`src/design/dfsw_pkg.sv`:
```
package dfsw_pkg;

  // vertex index width, fixed by the edge and result fields
  localparam int unsigned VW = 3;
  // scan limit never goes past eight vertices
  localparam int unsigned SCAN_MAX = 8;
  localparam int unsigned VCOUNT_W = 4;
  localparam logic [VCOUNT_W-1:0] VCOUNT_RESET = 4'd8;
  localparam int unsigned OP_W = 2;
  localparam int unsigned PC_W = 3;
  localparam int unsigned DEF_MAX_VERTICES = 8;
  localparam int unsigned DEF_STACK_DEPTH = 16;

  typedef enum logic [OP_W-1:0] {
    OP_SET_EDGE = 2'd0,
    OP_CLEAR    = 2'd1,
    OP_WALK     = 2'd2,
    OP_NOP      = 2'd3
  } op_e;

  typedef enum logic [1:0] {
    VISIT_NONE  = 2'd0,
    VISIT_INIT  = 2'd1,
    VISIT_SET   = 2'd2,
    VISIT_CLEAR = 2'd3
  } visit_e;

  typedef enum logic [1:0] {
    COND_NEVER    = 2'd0,
    COND_NO_START = 2'd1,
    COND_SP_EMPTY = 2'd2,
    COND_NO_NBR   = 2'd3
  } cond_e;

  // datapath actions of one microcode step
  typedef struct packed {
    logic   push;
    logic   push_zero;
    logic   pop;
    logic   cur_from_stack;
    logic   cur_from_nbr;
    visit_e visit;
    logic   emit;
    logic   emit_last;
  } ctrl_t;

  typedef struct packed {
    cond_e           cond;
    logic [PC_W-1:0] jump;
    logic [PC_W-1:0] next;
    ctrl_t           ctrl;
  } uword_t;

  // datapath flags tested by the sequencer
  typedef struct packed {
    logic sp_empty;
    logic nbr_found;
    logic out_free;
  } stat_t;

endpackage

```
`src/design/dfsw_sequencer.sv`:
```
module dfsw_sequencer (
  input  logic           clk_i,
  input  logic           rst_ni,
  input  logic           start_i,
  input  dfsw_pkg::stat_t stat_i,
  output dfsw_pkg::ctrl_t ctrl_o,
  output logic           idle_o
);
  import dfsw_pkg::*;

  localparam logic [PC_W-1:0] STEP_IDLE  = 3'd0;
  localparam logic [PC_W-1:0] STEP_INIT  = 3'd1;
  localparam logic [PC_W-1:0] STEP_POPRQ = 3'd2;
  localparam logic [PC_W-1:0] STEP_POPUS = 3'd3;
  localparam logic [PC_W-1:0] STEP_SCAN  = 3'd4;
  localparam logic [PC_W-1:0] STEP_PUSH  = 3'd5;
  localparam logic [PC_W-1:0] STEP_FLUSH = 3'd6;

  // microcode rom: when the condition holds, jump without action
  function automatic uword_t ucode(input logic [PC_W-1:0] pc);
    uword_t w;
    w = '0;
    unique case (pc)
      STEP_IDLE: begin
        w.cond = COND_NO_START;
        w.jump = STEP_IDLE;
        w.next = STEP_INIT;
      end
      STEP_INIT: begin
        w.cond           = COND_NEVER;
        w.next           = STEP_POPRQ;
        w.ctrl.push      = 1'b1;
        w.ctrl.push_zero = 1'b1;
        w.ctrl.visit     = VISIT_INIT;
      end
      STEP_POPRQ: begin
        w.cond     = COND_SP_EMPTY;
        w.jump     = STEP_FLUSH;
        w.next     = STEP_POPUS;
        w.ctrl.pop = 1'b1;
      end
      STEP_POPUS: begin
        w.cond                = COND_NEVER;
        w.next                = STEP_SCAN;
        w.ctrl.cur_from_stack = 1'b1;
      end
      STEP_SCAN: begin
        w.cond              = COND_NO_NBR;
        w.jump              = STEP_POPRQ;
        w.next              = STEP_PUSH;
        w.ctrl.push         = 1'b1;
        w.ctrl.cur_from_nbr = 1'b1;
        w.ctrl.visit        = VISIT_SET;
        w.ctrl.emit         = 1'b1;
      end
      STEP_PUSH: begin
        w.cond      = COND_NEVER;
        w.next      = STEP_SCAN;
        w.ctrl.push = 1'b1;
      end
      STEP_FLUSH: begin
        w.cond           = COND_NEVER;
        w.next           = STEP_IDLE;
        w.ctrl.visit     = VISIT_CLEAR;
        w.ctrl.emit      = 1'b1;
        w.ctrl.emit_last = 1'b1;
      end
      default: begin
        w.cond = COND_NEVER;
        w.next = STEP_IDLE;
      end
    endcase
    return w;
  endfunction

  logic [PC_W-1:0] pc_q, pc_d;
  uword_t          uw;
  logic            taken;
  logic            stall;

  assign uw = ucode(pc_q);

  always_comb begin
    unique case (uw.cond)
      COND_NEVER:    taken = 1'b0;
      COND_NO_START: taken = !start_i;
      COND_SP_EMPTY: taken = stat_i.sp_empty;
      COND_NO_NBR:   taken = !stat_i.nbr_found;
      default:       taken = 1'b0;
    endcase
  end

  // an emitting step waits for the output register
  assign stall = !taken && uw.ctrl.emit && !stat_i.out_free;

  always_comb begin
    if (taken) begin
      pc_d = uw.jump;
    end else if (stall) begin
      pc_d = pc_q;
    end else begin
      pc_d = uw.next;
    end
  end

  assign ctrl_o = (taken || stall) ? '0 : uw.ctrl;
  assign idle_o = (pc_q == STEP_IDLE);

  always_ff @(posedge clk_i or negedge rst_ni) begin
    if (!rst_ni) begin
      pc_q <= STEP_IDLE;
    end else begin
      pc_q <= pc_d;
    end
  end

endmodule

```
`src/design/dfsw_datapath.sv`:
```
module dfsw_datapath #(
  parameter int unsigned MAX_VERTICES = dfsw_pkg::DEF_MAX_VERTICES,
  parameter int unsigned STACK_DEPTH  = dfsw_pkg::DEF_STACK_DEPTH
) (
  input  logic                           clk_i,
  input  logic                           rst_ni,
  input  logic                           in_accept_i,
  input  logic [dfsw_pkg::OP_W-1:0]      op_i,
  input  logic [dfsw_pkg::VW-1:0]        edge_from_i,
  input  logic [dfsw_pkg::VW-1:0]        edge_to_i,
  input  logic [dfsw_pkg::VCOUNT_W-1:0]  vertex_count_i,
  input  dfsw_pkg::ctrl_t                ctrl_i,
  output dfsw_pkg::stat_t                stat_o,
  input  logic                           out_ready_i,
  output logic                           out_valid_o,
  output logic [dfsw_pkg::VW-1:0]        out_vertex_o,
  output logic                           out_last_o
);
  import dfsw_pkg::*;

  // vertices that can ever hold an edge and be scanned
  localparam int unsigned NV = (MAX_VERTICES < SCAN_MAX) ? MAX_VERTICES : SCAN_MAX;
  localparam int unsigned RW = $clog2(NV);
  localparam int unsigned SW = $clog2(STACK_DEPTH + 1);
  localparam int unsigned IW = $clog2(STACK_DEPTH);

  logic [NV-1:0] rows_q [NV];
  logic [NV-1:0] visited_q, visited_d;
  logic [VW-1:0] cur_q, cur_d;
  logic [VW-1:0] pend_q, pend_d;
  logic [VW-1:0] rd_q;
  logic [SW-1:0] sp_q, sp_d;
  logic [SW-1:0] sp_dec;
  logic [VW-1:0] stack_mem [STACK_DEPTH];
  logic          out_valid_q, out_valid_d;
  logic [VW-1:0] out_vertex_q;
  logic          out_last_q;

  logic [NV-1:0] cur_row;
  logic [NV-1:0] cand;
  logic [VW-1:0] nbr;
  logic          push_ok;
  logic [VW-1:0] push_data;
  logic          edge_ok;

  // neighbour search: lowest unvisited neighbour inside the scan limit
  assign cur_row = rows_q[cur_q[RW-1:0]];

  always_comb begin
    for (int i = 0; i < NV; i++) begin
      cand[i] = cur_row[i] && !visited_q[i] && (VCOUNT_W'(i) < vertex_count_i);
    end
  end

  always_comb begin
    nbr = '0;
    for (int i = NV - 1; i >= 0; i--) begin
      if (cand[i]) begin
        nbr = VW'(i);
      end
    end
  end

  assign stat_o.nbr_found = |cand;
  assign stat_o.sp_empty  = (sp_q == '0);
  assign stat_o.out_free  = !out_valid_q || out_ready_i;

  // adjacency rows
  assign edge_ok = (32'(edge_from_i) < NV) && (32'(edge_to_i) < NV);

  always_ff @(posedge clk_i or negedge rst_ni) begin
    if (!rst_ni) begin
      for (int r = 0; r < NV; r++) begin
        rows_q[r] <= '0;
      end
    end else if (in_accept_i && (op_i == OP_CLEAR)) begin
      for (int r = 0; r < NV; r++) begin
        rows_q[r] <= '0;
      end
    end else if (in_accept_i && (op_i == OP_SET_EDGE) && edge_ok) begin
      rows_q[edge_from_i[RW-1:0]][edge_to_i[RW-1:0]] <= 1'b1;
    end
  end

  // visited marks and walk registers
  always_comb begin
    visited_d = visited_q;
    pend_d    = pend_q;
    unique case (ctrl_i.visit)
      VISIT_NONE:  visited_d = visited_q;
      VISIT_INIT: begin
        visited_d = NV'(1);
        pend_d    = '0;
      end
      VISIT_SET: begin
        visited_d = visited_q | (NV'(1) << nbr);
        pend_d    = nbr;
      end
      VISIT_CLEAR: visited_d = '0;
      default:     visited_d = visited_q;
    endcase
  end

  always_comb begin
    cur_d = cur_q;
    if (ctrl_i.cur_from_stack) begin
      cur_d = rd_q;
    end else if (ctrl_i.cur_from_nbr) begin
      cur_d = nbr;
    end
  end

  // stack pointer; a push onto a full stack is dropped
  assign push_ok   = ctrl_i.push && (sp_q != SW'(STACK_DEPTH));
  assign push_data = ctrl_i.push_zero ? '0 : cur_q;
  assign sp_dec    = sp_q - 1'b1;

  always_comb begin
    sp_d = sp_q;
    if (push_ok) begin
      sp_d = sp_q + 1'b1;
    end else if (ctrl_i.pop) begin
      sp_d = sp_dec;
    end
  end

  always_ff @(posedge clk_i) begin
    if (push_ok) begin
      stack_mem[sp_q[IW-1:0]] <= push_data;
    end
    if (ctrl_i.pop) begin
      rd_q <= stack_mem[sp_dec[IW-1:0]];
    end
  end

  // output register
  always_comb begin
    if (ctrl_i.emit) begin
      out_valid_d = 1'b1;
    end else begin
      out_valid_d = out_valid_q && !out_ready_i;
    end
  end

  always_ff @(posedge clk_i) begin
    if (ctrl_i.emit) begin
      out_vertex_q <= pend_q;
      out_last_q   <= ctrl_i.emit_last;
    end
    pend_q <= pend_d;
    cur_q  <= cur_d;
  end

  always_ff @(posedge clk_i or negedge rst_ni) begin
    if (!rst_ni) begin
      visited_q   <= '0;
      sp_q        <= '0;
      out_valid_q <= 1'b0;
    end else begin
      visited_q   <= visited_d;
      sp_q        <= sp_d;
      out_valid_q <= out_valid_d;
    end
  end

  assign out_valid_o  = out_valid_q;
  assign out_vertex_o = out_vertex_q;
  assign out_last_o   = out_last_q;

`ifndef SYNTH
  a_sp_bound: assert property (@(posedge clk_i) disable iff (!rst_ni)
    32'(sp_q) <= STACK_DEPTH)
    else $error("stack pointer past stack depth");

  a_pop_nonempty: assert property (@(posedge clk_i) disable iff (!rst_ni)
    ctrl_i.pop |-> (sp_q != '0))
    else $error("pop from empty stack");

  a_emit_free: assert property (@(posedge clk_i) disable iff (!rst_ni)
    ctrl_i.emit |-> (!out_valid_q || out_ready_i))
    else $error("result word overwritten before taken");

  a_root_visited: assert property (@(posedge clk_i) disable iff (!rst_ni)
    (ctrl_i.visit == VISIT_SET) |-> visited_q[0])
    else $error("neighbour visited before root");
`endif

endmodule

```
`src/design/dfs_adjacency_matrix_walk_unit.sv`:
```
// depth-first walk over a directed adjacency bit matrix of up to eight scanned
// vertices. input words carry op in tuser and edge_from/edge_to in tdata: set edge
// and clear-all take one word per cycle while no walk runs; walk starts at vertex
// 0, always takes the lowest unvisited neighbour, and streams the visited vertices
// in discovery order on the master side, tlast on the final one. the walk is run
// by a seven-step microcode program over a datapath with one explicit stack in a
// single-port memory; each pop costs a registered memory read. the slave side's
// tready stays low from the walk word until the final vertex enters the output
// register, also while the master side stalls. results are held one word behind
// so tlast can be set on the final vertex. vertex_count (cfg port, reset 8)
// limits the neighbour scan; a count of zero still yields vertex 0 alone. write
// it only while idle.
module dfs_adjacency_matrix_walk_unit #(
  parameter int unsigned MAX_VERTICES = dfsw_pkg::DEF_MAX_VERTICES,
  parameter int unsigned STACK_DEPTH  = dfsw_pkg::DEF_STACK_DEPTH
) (
  input  logic       clk_i,
  input  logic       rst_ni,
  // input words
  input  logic       s_axis_tvalid,
  output logic       s_axis_tready,
  input  logic [7:0] s_axis_tdata,  // [2:0] edge_from, [5:3] edge_to, [7:6] zero
  input  logic [1:0] s_axis_tuser,  // [1:0] op
  // result words
  output logic       m_axis_tvalid,
  input  logic       m_axis_tready,
  output logic [7:0] m_axis_tdata,  // [2:0] vertex, [7:3] zero
  output logic       m_axis_tlast,
  // vertex_count register
  input  logic       cfg_valid_i,
  output logic       cfg_ready_o,
  input  logic [3:0] cfg_data_i
);
  import dfsw_pkg::*;

  logic [VCOUNT_W-1:0] vertex_count_q;
  logic                in_accept;
  logic                start;
  logic                idle;
  ctrl_t               ctrl;
  stat_t               stat;
  logic [VW-1:0]       out_vertex;

  // the register port never stalls
  assign cfg_ready_o = 1'b1;

  always_ff @(posedge clk_i or negedge rst_ni) begin
    if (!rst_ni) begin
      vertex_count_q <= VCOUNT_RESET;
    end else if (cfg_valid_i && cfg_ready_o) begin
      vertex_count_q <= cfg_data_i;
    end
  end

  // words are taken only while the sequencer sits at its idle step
  assign s_axis_tready = idle;
  assign in_accept     = s_axis_tvalid && s_axis_tready;
  assign start         = in_accept && (s_axis_tuser == OP_WALK);

  dfsw_sequencer u_seq (
    .clk_i   (clk_i),
    .rst_ni  (rst_ni),
    .start_i (start),
    .stat_i  (stat),
    .ctrl_o  (ctrl),
    .idle_o  (idle)
  );

  dfsw_datapath #(
    .MAX_VERTICES (MAX_VERTICES),
    .STACK_DEPTH  (STACK_DEPTH)
  ) u_dp (
    .clk_i          (clk_i),
    .rst_ni         (rst_ni),
    .in_accept_i    (in_accept),
    .op_i           (s_axis_tuser),
    .edge_from_i    (s_axis_tdata[2:0]),
    .edge_to_i      (s_axis_tdata[5:3]),
    .vertex_count_i (vertex_count_q),
    .ctrl_i         (ctrl),
    .stat_o         (stat),
    .out_ready_i    (m_axis_tready),
    .out_valid_o    (m_axis_tvalid),
    .out_vertex_o   (out_vertex),
    .out_last_o     (m_axis_tlast)
  );

  assign m_axis_tdata = {5'b0, out_vertex};

endmodule
```
`config.mk`:
```
export PLATFORM = sky130hd
export DESIGN_NAME = dfs_adjacency_matrix_walk_unit
export DESIGN_NICKNAME = d
export VERILOG_FILES = /design/src/design/dfsw_pkg.sv /design/src/design/dfsw_sequencer.sv /design/src/design/dfsw_datapath.sv /design/src/design/dfs_adjacency_matrix_walk_unit.sv
export SDC_FILE = /design/constraint.sdc
export NUM_CORES = 1
export LEC_CHECK = 0
export BUFFER_PORTS_ARGS = -buffer_cell sky130_fd_sc_hd__buf_2
export CAP_MARGIN = 20
export CORE_MARGIN = 2
export CORE_UTILIZATION = 55
export CTS_CLUSTER_SIZE = 12
export DETAILED_ROUTE_END_ITERATION = 10
export PLACE_DENSITY = 0.71
export SLEW_MARGIN = 20
export SYNTH_ARGS = -nofsm -noshare
export SYNTH_HDL_FRONTEND = slang
export SYNTH_SLANG_ARGS = --single-unit
```
`constraint.sdc`:
```
create_clock -name clk_i -period 3.4 [get_ports clk_i]
set_clock_uncertainty 0.15 [all_clocks]
set_input_delay 0.51 -clock clk_i [delete_from_list [all_inputs] [get_ports clk_i]]
set_output_delay 0.51 -clock clk_i [all_outputs]
set_load 0.005 [all_outputs]
```
# --- Word-level counts from Yosys, hierarchy flattened ---
# Memory sizes are Yosys's and may differ from the RTL's. A register that Yosys moved wholly into a read port is not among the register bits.
# Cells that the tools add are included.
word_totals:
  regBits: 95
  n_memories: 1
  output_inout_bits: 12
  elab_cells: 151
  ram_bits: 48
  in_bits: 19
mem_list:
  columns: ["memory", "depth", "width", "read_ports", "rd_ports_with_merged_regs", "wr", "line", "rtl"]
  rows:
  - ["u_dp.stack_mem", 16, 3, 1, 1, 1, "dfsw_datapath.sv:34", "logic [VW-1:0] stack_mem [STACK_DEPTH];"]
op_classes:
  n_reduce_logical: 55
  n_eq_ne: 16
  shifts: 1
  order_cmp: 13
  bitwise_logic: 4
  muxes: 42
  add_sub_neg: 2
ops:
  columns: ["op", "n"]
  rows:
  - ["$mux 64", 2]
  - ["$or 64x64->64", 1]
  - ["$mux 3", 13]
  - ["$logic_and 1x1->1", 26]
  - ["$bmux 8 s3", 1]
  - ["$demux 8 s3", 1]
  - ["$mux 8", 3]
  - ["$pmux 8 s3", 1]
  - ["$lt 3x4->1 const A", 4]
  - ["$pmux 3 s5", 1]
  - ["$logic_not 1->1", 14]
  - ["$pmux 2 s3", 2]
  - ["$pmux 3 s2", 2]
  - ["$mux 1", 11]
  - ["$eq 2x2->1 const B", 5]
  - ["$mux 5", 2]
  - ["$eq 3x3->1 const B", 3]
  - ["$mux 9", 1]
  - ["$ge 4x4->1 const B", 2]
  - ["$lt 1x4->1 const A", 2]
  - ["$lt 2x4->1 const A", 2]
  - ["$not 3->4", 2]
  - ["$or 8x8->8", 1]
  - ["$reduce_bool 2->1", 4]
  - ["other kinds (20)", 27]

# --- Longest topological paths before layout ---
logic_depth:
  ltp_word: 17
  depth_mapped: 15
  depth_no_buf: 12

# --- Cells and area by module ---
# From an unflattened synthesis, not the netlist that was laid out.
unflattened:
  hier_cells: 526
  hier_area_um2: 6746.5
modules_own_cells:
  columns: ["mod", "instances", "seq_area_each_um2", "cells_each", "area_per_inst_um2"]
  rows:
  - ["dfsw_datapath", 1, 3783.6, 476, 6272.3]
  - ["dfsw_sequencer", 1, 75.1, 32, 259.0]
  - ["dfs_adjacency_matrix_walk_unit", 1, 101.3, 18, 215.2]

# --- Worst setup path before layout ---
# No wires, ideal clock.
synth_timing:
  path_type: "flip-flop to flip-flop"
  start: "register u_dp.sp_q[0]"
  end: "register u_dp.visited_q[1]"
  period_less_slack_ns: 3.694
  n_path_buf: 4
  path_slack_ns: -0.294
  t_required_ns: 3.111
  arrival_ns: 3.405
  path_stages_with_launch: 16
  setup_time_ns: 0.139
  cell_sequence: "dfrtp_1 > clkbuf_1 > clkbuf_1 > inv_1 > ha_1 > clkbuf_1 > nand2_1 > or2_2 > a21oi_1 > or3_1 > or2_1 > ha_1 > or2_2 > clkbuf_1 > nand2_1 > o41ai_2"
synth_between:
  elab_chain_len: 9
  word_cells_on_any_way: 12
  cone_classes: "3 x eq/ne; 3 x mux; 6 x reduce/logical"
synth_lines:
  columns: ["item", "line", "rtl"]
  rows:
  - ["start: declaration", "dfsw_datapath.sv:32", "logic [SW-1:0] sp_q, sp_d;"]
  - ["start signal: assignment", "dfsw_datapath.sv:161", "sp_q <= sp_d;"]
  - ["$logic_not 5->1 *", "dfsw_datapath.sv:65", "assign stat_o.sp_empty = (sp_q == '0);"]
  - ["$pmux 1 s4 *", "dfsw_sequencer.sv:84", "unique case (uw.cond)"]
  - ["$logic_not 1->1", "dfsw_sequencer.sv:94", "assign stall = !taken && uw.ctrl.emit && !stat_i.out_free;"]
  - ["$logic_and 1x1->1 (2 in series)", "dfsw_sequencer.sv:94", null]
  - ["$logic_or 1x1->1 *", "dfsw_sequencer.sv:106", "assign ctrl_o = (taken || stall) ? '0 : uw.ctrl;"]
  - ["$mux 9 *", "dfsw_sequencer.sv:106", null]
  - ["$eq 2x2->1 / $eq 2x1->1 (equally long branches)", "dfsw_datapath.sv:89", "unique case (ctrl_i.visit)"]
  - ["$pmux 8 s3", "dfsw_datapath.sv:89", null]
  - ["end signal: assignment", "dfsw_datapath.sv:160", "visited_q <= visited_d;"]
  - ["end: declaration", "dfsw_datapath.sv:28", "logic [NV-1:0] visited_q, visited_d;"]
# Mark *: on every way between the ends. The rest lies on a longest branch, timed or not.
# A chain may end at the register's enable or synchronous reset.

# --- Worst setup path after layout ---
layout_timing:
  start: "register u_dp.cur_q[0]"
  end: "register u_dp.visited_q[1]"
layout_between:
  elab_chain_len: 17
  word_cells_on_any_way: 43
  cone_classes: "3 x eq/ne; 1 x shift; 14 x mux; 2 x bitwise; 23 x reduce/logical"
layout_lines:
  columns: ["item", "line", "rtl"]
  rows:
  - ["start: declaration", "dfsw_datapath.sv:29", "logic [VW-1:0] cur_q, cur_d;"]
  - ["start signal: assignment", "dfsw_datapath.sv:151", "cur_q <= cur_d;"]
  - ["$not 3->4 (implied by the code) *", "dfsw_datapath.sv:47", "assign cur_row = rows_q[cur_q[RW-1:0]];"]
  - ["$bmux 8 s3 *", "dfsw_datapath.sv:47", null]
  - ["$mux 8 (implied by the code) * (2 in series)", "dfsw_datapath.sv:47", null]
  - ["$logic_and 1x1->1 (2 in series)", "dfsw_datapath.sv:51", "cand[i] = cur_row[i] && !visited_q[i] && (VCOUNT_W'(i) < vertex_count_i);"]
  - ["$mux 3 (8 in series)", "dfsw_datapath.sv:58", "if (cand[i]) begin"]
  - ["$shl 1x3->8", "dfsw_datapath.sv:96", "visited_d = visited_q | (NV'(1) << nbr);"]
  - ["$or 8x8->8", "dfsw_datapath.sv:96", null]
  - ["$pmux 8 s3", "dfsw_datapath.sv:89", null]
# Mark *: on every way between the ends. The rest lies on a longest branch, timed or not. The select of a mux whose other input is x is not followed.

==> results.md <==
- Share of layout cells above drive strength 1: 20.8%
- Layout Cells excl Fill: between 700 and 800
- Top_reg_cell synth: dfrtp_1
- Post-synthesis mux area share: 12.7%
- Layout area overhead: 15.4%
- Required time of the critical path: roughly 3.6 ns
- Pins Over Slew Limit: 0
- Max Cap Viol: 0
- Grt ovf: 0
- HP Class: in2async
- Mean area per synthesized cell: around 12 µm²
- Most frequent CP cell: or3_4
- Post-synth ARST share: between 50% and 60%
- DRC viols: 0
- Antenna violations before repair: 0
- First-pass GRT wire length: about 24000 µm
- Vias post-DR: ~4500
- Yosys warning count: 0
- Synth Instances: between 500 and 600
- Bufs and invs on worst path: 2
- Post-DP HPWL: between 9000 and 10000 µm
- Initial Util: 56.5%
- Flops & latches, synth: around 150
- Max clock buf depth: 2
- Core area: between 10000 and 15000 µm²
- Clk slew on worst S/H paths: roughly 0.06 ns
- CP arrival: approximately 3.6 ns
- Crit Path Class: reg2reg
- Largest family of logic cells by synthesized area: simple AND/OR/NAND/NOR gates
- Vias in the first global route: about 4600
- Synthesized cell area: 6810 µm²
- Avg WL per Cell: ~19 µm
- Violated checks: negative setup slack
- Fin Hold WS: 0.00613 ns
- Endpoints failing setup: 1
- Clock insertion delay at the later pin of the skew report: about 0.42 ns
- Nature of the critical path endpoint: flip-flop
- Placed instance count: approximately 730
- CTS Buf Count: 17
- Multi-input gate area: 2750 µm²
- Post-cts hold buffer count: 0
- Vias per cell: between 5 and 6
- Post-synth EDFFs: between 60 and 70
- Detailed Route Iter0 Violations: 439
- Cell Chain, Critical Path: buf_12 > buf_6 > mux4_1 > mux2_4 > o2bb2ai_4 > nand3b_4 > nor3_4 > or3_4 > or2_1 > ha_2 > or3_4 > o41ai_4
- Total global routing track utilization: around a quarter
- Area share of xor/xnor cells in the synthesized design: 0.771%
- Worst rel slew slack: between 20% and 30%
- PwrDens: about 820 nW/µm²
- H-tree depth: 4
- Clock root buffer: clkbuf_16
- CP max FO: 9
- Number of distinct library cells after synthesis: 65
- Sink Count: approximately 150
- Final Hold Fails: 0
- Synth Area in Simple Gates: roughly 14%
- Final core occ: between 60% and 70%
- Post-Synth Adder-Cell Area: roughly 1.3%
- Register Area: ~4000 µm²
- N_diodes: 0
- LEAKAGE: 3.41 nW
- PortBufs: 22
- Status: finished with violations
- Routed Antenna Nets: 0
- Final GP Congestion: 0.902
- Worst Setup Start Kind: flip-flop
- Tcrit/Tclk final: 100%
- Num ports: 31
- TritonCTS clock tree: yes
- Synth Area in Compound Gates: about a tenth
- Fillcell total: roughly 880
- Largest net degree at the start of global routing: 86
- CP max stage delay: around 0.42 ns
- Register area share after synthesis: 58.1%
- Peak VDD IR: around 0.00072 V
- Tightest Pin Transition: 1.07 ns
- Final WL: around 15000 µm
- Detailed Routing Iterations Pass 1: 5
- FP Rows: 40
- CP top delay family: simple AND/OR/NAND/NOR gates
- Number of nets in the layout: ~600
- Die ar.: 13300 µm²
- Fmax: just under 300 MHz
- Die Ht: about 120 µm
- Crit-path slowest cell: edfxtp_1
- Minimum clock period: 3.42 ns
- RSZ-0062 raised after global routing: yes
- Post-route setup slack: -0.0168 ns
- Die Width: around 120 µm
[sequential cells by signal, indices dropped and copies added, names as in the netlist]
register / count
u_dp.cur_q: 3
u_dp.out_last_o: 1
u_dp.out_valid_o: 1
u_dp.out_vertex_o: 3
u_dp.pend_q: 3
u_dp.rd_q: 3
u_dp.rows_q: 64
u_dp.sp_q: 5
u_dp.stack_mem: 48
u_dp.visited_q: 8
u_seq.pc_q: 3
vertex_count_q: 4
[final cells by class]
class | count | share of cell area (%)
flip-flops and latches | 146 | 50.4
repair buffers | 45 | 4.09
inverters | 8 | 0.382
well taps | 168 | 2.67
clock buffers | 19 | 5.51
multi-input cells | 369 | 34.9
clock inverters | 13 | 2.04
[worst register-to-register path, delay by kind of cell, from the launching register on]
| kind | cells | cell delay (ns) |
|---|---|---|
| DFF | 1 | 0.42 |
| buffers and inverters | 2 | 0.31 |
| adders and majority gates | 1 | 0.20 |
| muxes | 2 | 0.56 |
| and+or+nand+nor | 5 | 1.22 |
| AOI/OAI and AO/OA | 2 | 0.45 |
[Yosys cell counts, types with 4 or more instances]
master / number / area, µm²
and3b_1: 4 / 35.0
clkbuf_1: 12 / 45.0
inv_1: 8 / 30.0
buf_4: 6 / 45.0
nand3b_1: 6 / 45.0
mux4_2: 18 / 405
mux4_1: 9 / 236
or2_2: 4 / 25.0
a31oi_1: 4 / 25.0
ha_1: 7 / 87.6
nor2_1: 90 / 338
nor2b_1: 15 / 93.8
mux2_2: 8 / 90.1
nand2_1: 18 / 67.6
edfxtp_1: 61 / 1830
dfrtp_1: 84 / 2100
a21oi_1: 72 / 360
mux2i_1: 13 / 130
o21ai_0: 5 / 25.0
buf_1: 6 / 22.5
nor3_1: 11 / 55.1
nor3b_1: 7 / 52.6
and3_1: 17 / 106
o21ai_1: 7 / 35.0
[per-stage QoR]
step,setup WS [ns],total power [mW],setup TNS [ns],instance area (µm²)
after floorplan,0.0602,3.91,0,6830
after global placement,0.0455,4.37,0,7140
after detailed placement,-0.0605,4.44,-0.0605,7140
after CTS,0.0218,6.34,0,7760
after global routing,-0.133,6.76,-0.279,7860
final,-0.0168,6.43,-0.0168,7860
[routing by layer]
metal	vias up	wire length [µm]	track usage [%]
li1	2078	-	-
met1	2259	6230	32.4
met2	141	7280	38.5
met3	28	753	6.48
met5	-	0	0
met4	0	387	9.88
[kinds of logic after synthesis]
logic type	count (synthesis)
AOI/OAI and AO/OA	110
xor gates and xnor gates	6
adders and majority gates	7
buffers and inverters	39
DFF	146
muxes	48
other	2
and+or+nand+nor	192
[final timing paths]
path | startpoint | endpoint | slack, ns | depth (start not counted)
max | u_dp.cur_q[0] | u_dp.visited_q[1] | -0.02 | 12
min | rst_ni | u_dp.rows_q[23] | 0.006 | 1
max reg2reg | u_dp.cur_q[0] | u_dp.visited_q[1] | -0.02 | 12
min reg2reg | u_dp.pend_q[2] | u_dp.out_vertex_o[2] | 0.27 | 0
max in group asynchronous | rst_ni | u_dp.rows_q[48] | 2.60 | 1
min in group clk_i | cfg_data_i[0] | vertex_count_q[0] | 0.16 | 3
[power breakdown]
| part | switching [mW] | internal, mW |
|---|---|---|
| Sequential | 0.192 | 2.25 |
| Combinational | 1.16 | 0.938 |
| Clock | 0.729 | 1.15 |
| Total | 2.08 | 4.35 |
[placed cells by master (no fill, tap or decap), types with 3 or more instances in the layout]
master     netlist  routed
nand2b_1         3       3
buf_4            6      19
nor2_1          90      89
buf_2            3      21
and3b_1          4       4
clkinv_2         0       4
xor2_1           3       3
mux2i_1         13      13
mux2_2           8       7
bufinv_16        0       3
dfrtp_1         84      84
mux4_1           9       9
ha_1             7       6
inv_1            8       8
edfxtp_1        61      61
o21ai_0          5       5
a31oi_1          4       4
nand2_1         18      18
o21ai_1          7       7
conb_1           2       6
nor3_1          11      11
a21oi_1         72      72
nand3b_1         6       6
and3_1          17      17
buf_6            2       3
or2_2            4       3
mux4_2          18      18
clkbuf_16        0      17
xnor2_1          3       3
nor2b_1         15      13
nor3b_1          7       7
[repair_timing]
action | CTS | global route
gates resized for setup | 2 | 12
setup buffers | 0 | 5
endpoints found under the setup margin | 1 | 8
pin swaps | 0 | 5
gates cloned | 0 | 0
Power figures use the tool's default switching activity.
